<file path="src/msag_pkg.sv">
// Shared types and constants of the motor speed loop with adaptive gain.
`default_nettype none
package msag_pkg;

  // Numerator of the speed conversion: 1e6 microseconds per second in Q.8.
  localparam int NumWidth = 28;
  localparam logic [NumWidth-1:0] SPEED_NUM = 28'd256000000;

  localparam int PeriodWidth = 32;
  localparam int SpeedWidth  = 24;
  localparam int ErrWidth    = 25;
  localparam int GainWidth   = 24;
  localparam int MulAWidth   = 25;
  localparam int ProdWidth   = MulAWidth + GainWidth;
  localparam int DmagWidth   = 50;
  localparam int DutyWidth   = 32;
  localparam int CountWidth  = 5;

  localparam logic [SpeedWidth-1:0] SPEED_MAX   = 24'hFF_FFFF;
  localparam logic [GainWidth-1:0]  GAIN_ONE    = 24'd65536;
  localparam logic [DmagWidth-1:0]  DUTY_MAX_MAG = 50'd65536;
  localparam logic [DmagWidth-1:0]  DUTY_MIN_MAG = 50'd2147483648;
  localparam logic [DutyWidth-1:0]  DUTY_MAX    = 32'd65536;
  localparam logic [DutyWidth-1:0]  DUTY_MIN    = 32'h8000_0000;

  // Register indexes of the configuration port.
  localparam logic [2:0] REG_TARGET_FREQ     = 3'd0;
  localparam logic [2:0] REG_P_GAIN          = 3'd1;
  localparam logic [2:0] REG_I_STEP          = 3'd2;
  localparam logic [2:0] REG_ENABLE_RUN      = 3'd3;
  localparam logic [2:0] REG_ENABLE_P        = 3'd4;
  localparam logic [2:0] REG_ENABLE_INTEGRAL = 3'd5;

  typedef enum logic [6:0] {
    S_IDLE = 7'b0000001,
    S_DIV  = 7'b0000010,
    S_GAIN = 7'b0000100,
    S_HI   = 7'b0001000,
    S_LO   = 7'b0010000,
    S_SUM  = 7'b0100000,
    S_OUT  = 7'b1000000
  } state_t;

  typedef struct packed {
    logic                done;
    logic [NumWidth-1:0] quotient;
  } div_res_t;

endpackage
`default_nettype wire

</file>
<file path="src/msag_div.sv">
// Bit-serial restoring divider for the speed conversion, one quotient bit per cycle.
`default_nettype none
module msag_div (
  input  wire logic                              clk,
  input  wire logic                              rst,
  input  wire logic                              start,
  input  wire logic [msag_pkg::PeriodWidth-1:0]  divisor,
  output msag_pkg::div_res_t                     res
);

  logic                              busy;
  logic                              done;
  logic                              last_step;
  logic [msag_pkg::CountWidth-1:0]   count;
  logic [msag_pkg::PeriodWidth-1:0]  rem;
  logic [msag_pkg::PeriodWidth-1:0]  dvsr;
  logic [msag_pkg::NumWidth-1:0]     quo;
  logic [msag_pkg::PeriodWidth:0]    shifted;
  logic [msag_pkg::PeriodWidth-1:0]  diff;
  logic                              ge;

  assign shifted   = {rem, quo[msag_pkg::NumWidth-1]};
  assign diff      = shifted[msag_pkg::PeriodWidth-1:0] - dvsr;
  assign ge        = shifted >= {1'b0, dvsr};
  assign last_step = busy && count == msag_pkg::CountWidth'(msag_pkg::NumWidth - 1);

  always_ff @(posedge clk) begin
    if (rst) begin
      busy <= 1'b0;
      done <= 1'b0;
    end else begin
      done <= !start && last_step;
      if (start) begin
        busy <= 1'b1;
      end else if (last_step) begin
        busy <= 1'b0;
      end
    end
  end

  always_ff @(posedge clk) begin
    if (start) begin
      dvsr  <= divisor;
      rem   <= '0;
      quo   <= msag_pkg::SPEED_NUM;
      count <= '0;
    end else if (busy) begin
      rem   <= ge ? diff : shifted[msag_pkg::PeriodWidth-1:0];
      quo   <= {quo[msag_pkg::NumWidth-2:0], ge};
      count <= count + 1'b1;
    end
  end

  assign res.done     = done;
  assign res.quotient = quo;

endmodule
`default_nettype wire

</file>
<file path="src/msag_mul.sv">
// Shared multiplier with a registered product, used for the gain and both scale partial products.
`default_nettype none
module msag_mul (
  input  wire logic                              clk,
  input  wire logic [msag_pkg::MulAWidth-1:0]    a,
  input  wire logic [msag_pkg::GainWidth-1:0]    b,
  output logic      [msag_pkg::ProdWidth-1:0]    p
);

  always_ff @(posedge clk) begin
    p <= msag_pkg::ProdWidth'(a) * msag_pkg::ProdWidth'(b);
  end

endmodule
`default_nettype wire

</file>
<file path="src/motor_speed_adaptive_gain_loop.sv">
// A period passes through the 28-step serial divide, the gain product, the high and low
// scale products of the shared multiplier (used up to three times), their sum and the
// output step; the low product and the sum are skipped with the integral off. A new period
// is taken only once the last result is stored; with enable_run at 0 it is taken and dropped.
// Reset (rst, synchronous, active high) restores the register defaults, sets the
// integral scale to 1.0 and the previous error to zero, and empties the output.
`default_nettype none
module motor_speed_adaptive_gain_loop (
  input  wire logic         clk,
  input  wire logic         rst,
  // Period input channel.
  input  wire logic         in_valid,
  output logic              in_stall,
  input  wire logic [31:0]  period_us,
  // Result channel.
  output logic              out_valid,
  input  wire logic         out_stall,
  output logic signed [31:0] duty,
  output logic [23:0]       measured_freq,
  // Configuration port.
  input  wire logic         psel,
  input  wire logic         penable,
  input  wire logic         pwrite,
  input  wire logic [4:0]   paddr,
  input  wire logic [31:0]  pwdata,
  output logic [31:0]       prdata,
  output logic              pready
);

  // Configuration registers.
  logic [23:0] target_freq;
  logic [23:0] p_gain;
  logic [23:0] i_step;
  logic        enable_run;
  logic        enable_p;
  logic        enable_integral;

  // Loop state carried from one transaction to the next.
  logic [23:0]                      integral_scale;
  logic signed [msag_pkg::ErrWidth-1:0] previous_error;

  // Sequencer and working registers.
  msag_pkg::state_t                 state;
  logic [msag_pkg::SpeedWidth-1:0]  speed;
  logic signed [msag_pkg::ErrWidth-1:0] err;
  logic [23:0]                      mag;
  logic [msag_pkg::DmagWidth-1:0]   dmag;

  logic                             in_accept;
  logic                             div_start;
  msag_pkg::div_res_t               div_res;
  logic [msag_pkg::SpeedWidth-1:0]  speed_sat;
  logic [msag_pkg::MulAWidth-1:0]   mul_a;
  logic [msag_pkg::GainWidth-1:0]   mul_b;
  logic [msag_pkg::ProdWidth-1:0]   mul_p;
  logic [msag_pkg::ErrWidth-1:0]    err_abs;
  logic                             out_free;
  logic [msag_pkg::DutyWidth-1:0]   duty_val;
  logic [24:0]                      scale_sum;
  logic                             same_sign;
  logic                             cfg_write;
  logic [2:0]                       cfg_idx;

  assign pready    = 1'b1;
  assign cfg_write = psel && penable && pwrite && pready;
  assign cfg_idx   = paddr[4:2];

  // The block takes a transaction only while the sequencer is idle.
  assign in_stall  = (state != msag_pkg::S_IDLE);
  assign in_accept = in_valid && !in_stall;
  assign div_start = in_accept && enable_run;

  // The output register can be written when it is empty or being emptied now.
  assign out_free  = !out_valid || !out_stall;

  msag_div u_div (
    .clk     (clk),
    .rst     (rst),
    .start   (div_start),
    .divisor (period_us),
    .res     (div_res)
  );

  // A zero period divides to all ones and so saturates like any short period.
  assign speed_sat = (div_res.quotient[msag_pkg::NumWidth-1:msag_pkg::SpeedWidth] != '0)
                     ? msag_pkg::SPEED_MAX
                     : div_res.quotient[msag_pkg::SpeedWidth-1:0];

  assign err_abs = err[msag_pkg::ErrWidth-1] ? (~err + 1'b1) : err;

  // Operand selection for the shared multiplier. The scale product is split into a high
  // and a low partial product of the 49-bit magnitude so each fits one multiply.
  always_comb begin
    mul_a = err_abs;
    mul_b = enable_p ? p_gain : msag_pkg::GAIN_ONE;
    case (state)
      msag_pkg::S_HI: begin
        mul_a = mul_p[msag_pkg::ProdWidth-1:24];
        mul_b = integral_scale;
      end
      msag_pkg::S_LO: begin
        mul_a = {1'b0, mag};
        mul_b = integral_scale;
      end
      default: begin
        mul_a = err_abs;
        mul_b = enable_p ? p_gain : msag_pkg::GAIN_ONE;
      end
    endcase
  end

  msag_mul u_mul (
    .clk (clk),
    .a   (mul_a),
    .b   (mul_b),
    .p   (mul_p)
  );

  // Clamp: above at 1.0, below at the most negative Q15.16 value.
  always_comb begin
    if (err[msag_pkg::ErrWidth-1]) begin
      duty_val = (dmag > msag_pkg::DUTY_MIN_MAG) ? msag_pkg::DUTY_MIN
                                                 : (~dmag[31:0] + 32'd1);
    end else begin
      duty_val = (dmag > msag_pkg::DUTY_MAX_MAG) ? msag_pkg::DUTY_MAX : dmag[31:0];
    end
  end

  // The scale grows while the error keeps a strict sign and shrinks otherwise.
  assign same_sign = (!previous_error[msag_pkg::ErrWidth-1] && previous_error != '0 &&
                      !err[msag_pkg::ErrWidth-1] && err != '0) ||
                     (previous_error[msag_pkg::ErrWidth-1] && err[msag_pkg::ErrWidth-1]);
  assign scale_sum = {1'b0, integral_scale} + {1'b0, i_step};

  // Sequencer.
  always_ff @(posedge clk) begin
    if (rst) begin
      state          <= msag_pkg::S_IDLE;
      out_valid      <= 1'b0;
      integral_scale <= msag_pkg::GAIN_ONE;
      previous_error <= '0;
    end else begin
      if (out_valid && !out_stall && state != msag_pkg::S_OUT) begin
        out_valid <= 1'b0;
      end
      case (state)
        msag_pkg::S_IDLE: begin
          if (div_start) begin
            state <= msag_pkg::S_DIV;
          end
        end
        msag_pkg::S_DIV: begin
          if (div_res.done) begin
            state <= msag_pkg::S_GAIN;
          end
        end
        msag_pkg::S_GAIN: begin
          state <= msag_pkg::S_HI;
        end
        msag_pkg::S_HI: begin
          state <= enable_integral ? msag_pkg::S_LO : msag_pkg::S_OUT;
        end
        msag_pkg::S_LO: begin
          state <= msag_pkg::S_SUM;
        end
        msag_pkg::S_SUM: begin
          state <= msag_pkg::S_OUT;
        end
        msag_pkg::S_OUT: begin
          if (out_free) begin
            out_valid      <= 1'b1;
            previous_error <= err;
            if (enable_integral) begin
              if (same_sign) begin
                integral_scale <= scale_sum[24] ? 24'hFF_FFFF : scale_sum[23:0];
              end else if (integral_scale > i_step) begin
                integral_scale <= integral_scale - i_step;
              end else begin
                integral_scale <= '0;
              end
            end
            state <= msag_pkg::S_IDLE;
          end
        end
        default: begin
          state <= msag_pkg::S_IDLE;
        end
      endcase
    end
  end

  // Datapath registers.
  always_ff @(posedge clk) begin
    case (state)
      msag_pkg::S_DIV: begin
        if (div_res.done) begin
          speed <= speed_sat;
          err   <= $signed({1'b0, target_freq}) - $signed({1'b0, speed_sat});
        end
      end
      msag_pkg::S_HI: begin
        mag  <= mul_p[23:0];
        dmag <= msag_pkg::DmagWidth'(mul_p >> 8);
      end
      msag_pkg::S_LO: begin
        dmag <= msag_pkg::DmagWidth'(mul_p);
      end
      msag_pkg::S_SUM: begin
        dmag <= dmag + msag_pkg::DmagWidth'(mul_p >> 24);
      end
      msag_pkg::S_OUT: begin
        if (out_free) begin
          duty          <= duty_val;
          measured_freq <= speed;
        end
      end
      default: begin
        dmag <= dmag;
      end
    endcase
  end

  // Configuration writes; writes beyond the register list are ignored.
  always_ff @(posedge clk) begin
    if (rst) begin
      target_freq     <= '0;
      p_gain          <= msag_pkg::GAIN_ONE;
      i_step          <= '0;
      enable_run      <= 1'b0;
      enable_p        <= 1'b0;
      enable_integral <= 1'b0;
    end else if (cfg_write) begin
      case (cfg_idx)
        msag_pkg::REG_TARGET_FREQ:     target_freq     <= pwdata[23:0];
        msag_pkg::REG_P_GAIN:          p_gain          <= pwdata[23:0];
        msag_pkg::REG_I_STEP:          i_step          <= pwdata[23:0];
        msag_pkg::REG_ENABLE_RUN:      enable_run      <= pwdata[0];
        msag_pkg::REG_ENABLE_P:        enable_p        <= pwdata[0];
        msag_pkg::REG_ENABLE_INTEGRAL: enable_integral <= pwdata[0];
        default: begin
          enable_run <= enable_run;
        end
      endcase
    end
  end

  // Register read-back.
  always_comb begin
    case (cfg_idx)
      msag_pkg::REG_TARGET_FREQ:     prdata = {8'd0, target_freq};
      msag_pkg::REG_P_GAIN:          prdata = {8'd0, p_gain};
      msag_pkg::REG_I_STEP:          prdata = {8'd0, i_step};
      msag_pkg::REG_ENABLE_RUN:      prdata = {31'd0, enable_run};
      msag_pkg::REG_ENABLE_P:        prdata = {31'd0, enable_p};
      msag_pkg::REG_ENABLE_INTEGRAL: prdata = {31'd0, enable_integral};
      default:                       prdata = '0;
    endcase
  end

`ifndef SYNTH
  // A new result appears only out of the final sequencer step.
  a_out_from_seq: assert property (@(posedge clk) disable iff (rst)
    $rose(out_valid) |-> $past(state == msag_pkg::S_OUT))
    else $error("result appeared outside the output step");

  // The divider reports completion only while the sequencer waits for it.
  a_div_done_in_div: assert property (@(posedge clk) disable iff (rst)
    div_res.done |-> (state == msag_pkg::S_DIV))
    else $error("divider finished while the sequencer was not waiting");

  // With the integral off, a delivered result leaves the scale untouched.
  a_scale_hold: assert property (@(posedge clk) disable iff (rst)
    (state == msag_pkg::S_OUT && out_free && !enable_integral) |=> $stable(integral_scale))
    else $error("integral scale changed with the integral disabled");

  // The duty never exceeds 1.0.
  a_duty_clamp: assert property (@(posedge clk) disable iff (rst)
    out_valid |-> (duty <= $signed(msag_pkg::DUTY_MAX)))
    else $error("duty above 1.0");
`endif

endmodule
`default_nettype wire

</file>
<file path="config.mk">
export PLATFORM = sky130hd
export DESIGN_NAME = motor_speed_adaptive_gain_loop
export DESIGN_NICKNAME = d
export VERILOG_FILES = /design/src/msag_pkg.sv /design/src/msag_div.sv /design/src/msag_mul.sv /design/src/motor_speed_adaptive_gain_loop.sv
export SDC_FILE = /design/constraint.sdc
export NUM_CORES = 2
export LEC_CHECK = 0
export ABC_AREA = 1
export BUFFER_PORTS_ARGS = -buffer_cell sky130_fd_sc_hd__buf_2
export CAP_MARGIN = 10
export CORE_MARGIN = 2
export CORE_UTILIZATION = 60
export DETAILED_ROUTE_END_ITERATION = 12
export GPL_TIMING_DRIVEN = 0
export PLACE_DENSITY_LB_ADDON = 0.15
export SYNTH_ARGS = -nofsm -noshare
export SYNTH_HDL_FRONTEND = slang
export SYNTH_SLANG_ARGS = --single-unit
</file>
<file path="constraint.sdc">
create_clock -name clk -period 21.2 [get_ports clk]
set_clock_uncertainty 0.15 [all_clocks]
set_input_delay 4.24 -clock clk [delete_from_list [all_inputs] [get_ports clk]]
set_output_delay 4.24 -clock clk [all_outputs]
set_load 0.02 [all_outputs]
</file>
Word level (Yosys, flattened, before mapping)
Index checks and enable logic that the tools add are counted.
Cells by class
  reduce and logical (&&, ||, !) cells: 37
  bitwise operators: 2
  multiply operators: 1
  muxes and demuxes: 24
  equality and inequality tests: 18
  $lt $le $gt $ge: 4
  $add $sub $neg: 8
Operators with widths (count)
  $pmux 50 s3: 1
  $mux 24: 6
  $pmux 24 s6: 1
  $mux 32: 4
  $add 50x25->50: 1
  $gt 50x17->1 const B: 1
  $gt 50x32->1 const B: 1
  $pmux 25 s2: 1
  $reduce_bool 25->1: 2
  $mul 25x24->49: 1
  $pmux 7 s7: 1
  $ge 33x32->1: 1
  $add 32x1->32 const B: 1
  $not 32->32: 1
  $sub 32x32->32: 1
  $mux 7: 4
  $add 24x24->25: 1
  $add 25x1->25 const B: 1
  $mux 25: 1
  $not 25->25: 1
  $sub 24x24->25: 1
  $gt 24x24->1: 1
  $sub 24x24->24: 1
  $reduce_and 2->1: 8
  other kinds (26): 51
Word-level totals
  word-level logic and storage cells: 117
  input bits: 76
  register bits after elaboration: 459
  output and inout bits: 91

Depth between registers and ports, before layout
  word-level depth: 6
  gate-level depth with buffers: 39
  mapped depth without buffers: 38

Hierarchy
A second synthesis with hierarchy kept.
Unflattened totals
  cells, all modules: 7088
  area, all modules: 50532.2 um2
Modules (own cells, without submodules)
  msag_mul: seq. area each 980.9 um2, cells an instance 3053, area an instance 22529.1 um2, times used 1
  motor_speed_adaptive_gain_loop: seq. area each 8017.7 um2, cells an instance 3055, area an instance 21600.7 um2, times used 1
  msag_div: seq. area each 2302.2 um2, cells an instance 980, area an instance 6402.4 um2, times used 1

Worst setup path after synthesis
Ideal clock, no wire load.
  path type: input -> output
  from: in paddr[3]
  to: out prdata[10]
  required time: 16.810 ns
  arrival: 5.362 ns
  stages: 4
  path buffers: 1
  path slack: 11.448 ns
  cells stage by stage: nor3_2 inv_2 clkbuf_1 o221ai_1
Between the ends
  cells in the longest elaborated chain, start to end: 2
  elaborated cells on any way between the ends: 7
  classes of those cells: eq/ne: 5; mux: 1; reduce/logical: 1
Ends and longest elaborated chain
  start, declared: line motor_speed_adaptive_gain_loop.sv:24  | input wire logic [4:0] paddr,
  $eq 3x3->1 (tied with other cells): line motor_speed_adaptive_gain_loop.sv:249  | case (cfg_idx)
  $pmux 24 s6 *: line motor_speed_adaptive_gain_loop.sv:249
  end, declared: line motor_speed_adaptive_gain_loop.sv:26  | output logic [31:0] prdata,
Mark *: on every way between the ends. The rest lies on a longest branch, timed or not.

Final worst setup path
  from: in paddr[2]
  to: out prdata[22]
Same word-level chain as after synthesis.

==> summary.md <==
| Metric | Value |
|---|---|
| Final antenna-violating net count | `0` |
| Fmax | `between 90 and 100 MHz` |
| Ys Warns | `0` |
| Fillers | `a little over 7k` |
| Setup tns final | `0 ns` |
| Startpoint Class | `input pin` |
| Max_cap viols | `0` |
| Die width | `288 um` |
| Share of layout cells above drive strength 1 | `0.0658` |
| RD Place Congestion | `around 1.1` |
| Worst Hold Class | `flop to flop` |
| Final period util | `0.510` |
| Starting Density | `0.604` |
| Final wirelength | `between 150 and 200 mm` |
| Register area share after synthesis | `0.233` |
| Clock Latency Late Sink | `~0.64 ns` |
| Status | `finished, final reports clean` |
| DRC Markers | `0` |
| Post-Syn Area per Cell | `7.45 um2` |
| Leak | `between 20 and 30 nW` |
| Unrepaired setup endpoints after global routing | `false` |
| Initial antenna violation count | `5` |
| Post-synth EDFFs | `211` |
| Number of synthesized register bits | `between 400 and 500` |
| IO Pins | `~170` |
| Nets | `~7.6k` |
| Async S/R FF share, synth | `0` |
| Hpwl dp | `about 140 mm` |
| Required time worst endpoint | `16.81 ns` |
| Yosys cell types | `between 50 and 60` |
| WL/cell | `~22 um` |
| Max IR drop VDD | `around 86 uV` |
| Setup Viol. Count Final | `0` |
| Overflow after GRT | `0` |
| Port-buffer cells | `147` |
| Vias in the first global route | `43.8k` |
| Fin. Hold Viols | `0` |
| CP endpoint kind | `output port` |
| CTS sink count | `about 460` |
| Commonest register cell after synthesis | `dfxtp_1` |
| Vias | `45.1k` |
| Area delta synth->final | `7.78%` |
| Largest net degree at the start of global routing | `42` |
| CTS tree | `built` |
| Commonest non-fill, non-tap cell in the layout | `nand2_1` |
| Power, Total | `2.34 mW` |
| Die Y | `288 um` |
| DR vias/cell | `roughly 5.8` |
| Post-CTS Repair Setup Buffers | `0` |
| Initial DRC count | `between 4k and 5k` |
| First-pass GRT wire length | `257 mm` |
| Cell area after synthesis | `approximately 0.049 mm2` |
| Crit path kind | `input pin to output port` |
| Min Tclk post-route | `~11 ns` |
| Core Region | `~0.08 mm2` |
| Max-slew violation count | `0` |
| FF/Latch Area | `around 0.011 mm2` |
| Worst-path fanout max | `10` |
| Drt first pass iters | `6` |
| Rel. slew slack | `0.105` |
| H-tree depth | `2` |
| Clk slew on worst S/H paths | `0.06 ns` |
| WP data arrival | `6.42 ns` |
| Die area | `~0.083 mm2` |
| Total CTS buffers | `49` |
| Pwr/cell area | `around 45 mW/mm2` |
| Post_cts resized | `0` |
| # rows | `around 100` |
| Hold buffers post-CTS | `0` |
| Root buf cell | `clkbuf_16` |
| Gr usage total | `0.412` |
| Post-Syn Instances | `about 6.5k` |
| Most frequent cells in the layout | `nand2_1, inv_1, nor2_1` |
| Worst Tran Pin Value | `1.34 ns` |
| Multi-input gate area | `roughly 0.031 mm2` |
| Deepest clock path buffer count | `3` |
-- flip-flops by register name, indices dropped and copies added, names as in the netlist, 25 cells and up --
name            flops
u_div.rem          32
duty               32
u_div.dvsr         32
previous_error     25
u_mul.p            49
dmag               50
u_div.quo          28
err                25
-- per-layer routing --
metal / up-vias / track usage / wire (um)
met5: - / 0 / 36
met1: 21200 / 0.529 / 65400
li1: 20800 / - / -
met2: 2518 / 0.630 / 74000
met3: 540 / 0.106 / 20000
met4: 6 / 0.244 / 12000
-- Yosys cell counts (13+ instances only) --
cell type | n | share of area
o21a_1 | 25 | 0.0039
ha_1 | 307 | 0.079
inv_1 | 1222 | 0.095
o21ai_0 | 322 | 0.033
nor3_1 | 67 | 0.0069
inv_2 | 26 | 0.0020
clkbuf_1 | 67 | 0.0052
buf_2 | 96 | 0.0099
a31oi_1 | 13 | 0.0017
nor2_1 | 858 | 0.066
o21bai_1 | 30 | 0.0046
dfxtp_1 | 248 | 0.10
a22oi_1 | 41 | 0.0063
nand2_1 | 1359 | 0.11
or2_2 | 14 | 0.0018
nand3_1 | 393 | 0.041
xor2_1 | 85 | 0.015
xnor2_1 | 36 | 0.0065
nand4_1 | 48 | 0.0062
buf_4 | 31 | 0.0048
nand3b_1 | 25 | 0.0039
a21oi_1 | 302 | 0.031
fa_1 | 509 | 0.21
o211ai_1 | 26 | 0.0040
edfxtp_1 | 211 | 0.13
nor4_1 | 15 | 0.0019
o221ai_1 | 16 | 0.0029
-- final cells by class --
cell class                 instances  share of cell area
multi-input combinational       4592               0.601
inverter                        1251              0.0899
timing repair buffer             150              0.0152
tap                             1060              0.0254
sequential                       459               0.216
clock inverter                    29             0.00615
buffer                           215              0.0212
clock buffer                      63              0.0246
antenna                            1           0.0000479
-- cells by family after synthesis --
family                   share of synthesized area
AND/OR/NAND/NOR                              0.239
other                                     0.000155
adder cells (fa/ha/maj)                      0.289
buffers and inverters                        0.120
XOR/XNOR                                    0.0218
flip-flops                                   0.233
AO/OA/AOI/OAI                               0.0976
-- per-stage QoR --
| step | hold WS, ns | cell area [um2] | utilization | std cells | setup WS (ns) |
|---|---|---|---|---|---|
| global placement | 0.252 | 50600 | 0.630 | 7724 | 10.61 |
| CTS | 0.267 | 52300 | 0.651 | 7819 | 10.60 |
| global route | 0.267 | 52300 | 0.651 | 7819 | 10.37 |
| detailed placement | 0.255 | 50700 | 0.631 | 7727 | 10.60 |
| floorplan | 0.250 | 48500 | - | 6517 | 11.45 |
| finish | 0.266 | 52300 | 0.651 | 7820 | 10.39 |
-- power breakdown --
group | internal [mW] | switching [mW] | leakage (nW) | total, mW
combinational | 0.159 | 0.313 | 21.6 | 0.472
clock | 0.486 | 0.387 | 0.774 | 0.872
sequential | 0.965 | 0.0327 | 3.96 | 0.998
-- worst max-delay path, cell delays in order --
cell      delay, ns
buf_2          0.18
inv_1          0.07
nor3_2         0.47
inv_2          0.20
clkbuf_1       0.32
o221ai_1       0.65
buf_2          0.29
-- path summary, 6_finish.rpt --
check	from	to	slack [ns]	depth (start not counted)
hold reg to reg	speed[10]$_DFFE_PP_	measured_freq[10]$_DFFE_PP_	0.27	0
setup / recovery	paddr[2]	prdata[22]	10.39	7
hold / removal	speed[10]$_DFFE_PP_	measured_freq[10]$_DFFE_PP_	0.27	0
setup reg to reg	state[0]$_SDFFE_PP1P_	u_mul.p[24]$_DFF_P_	12.02	30
No activity file was read; power rests on OpenSTA's default activity.
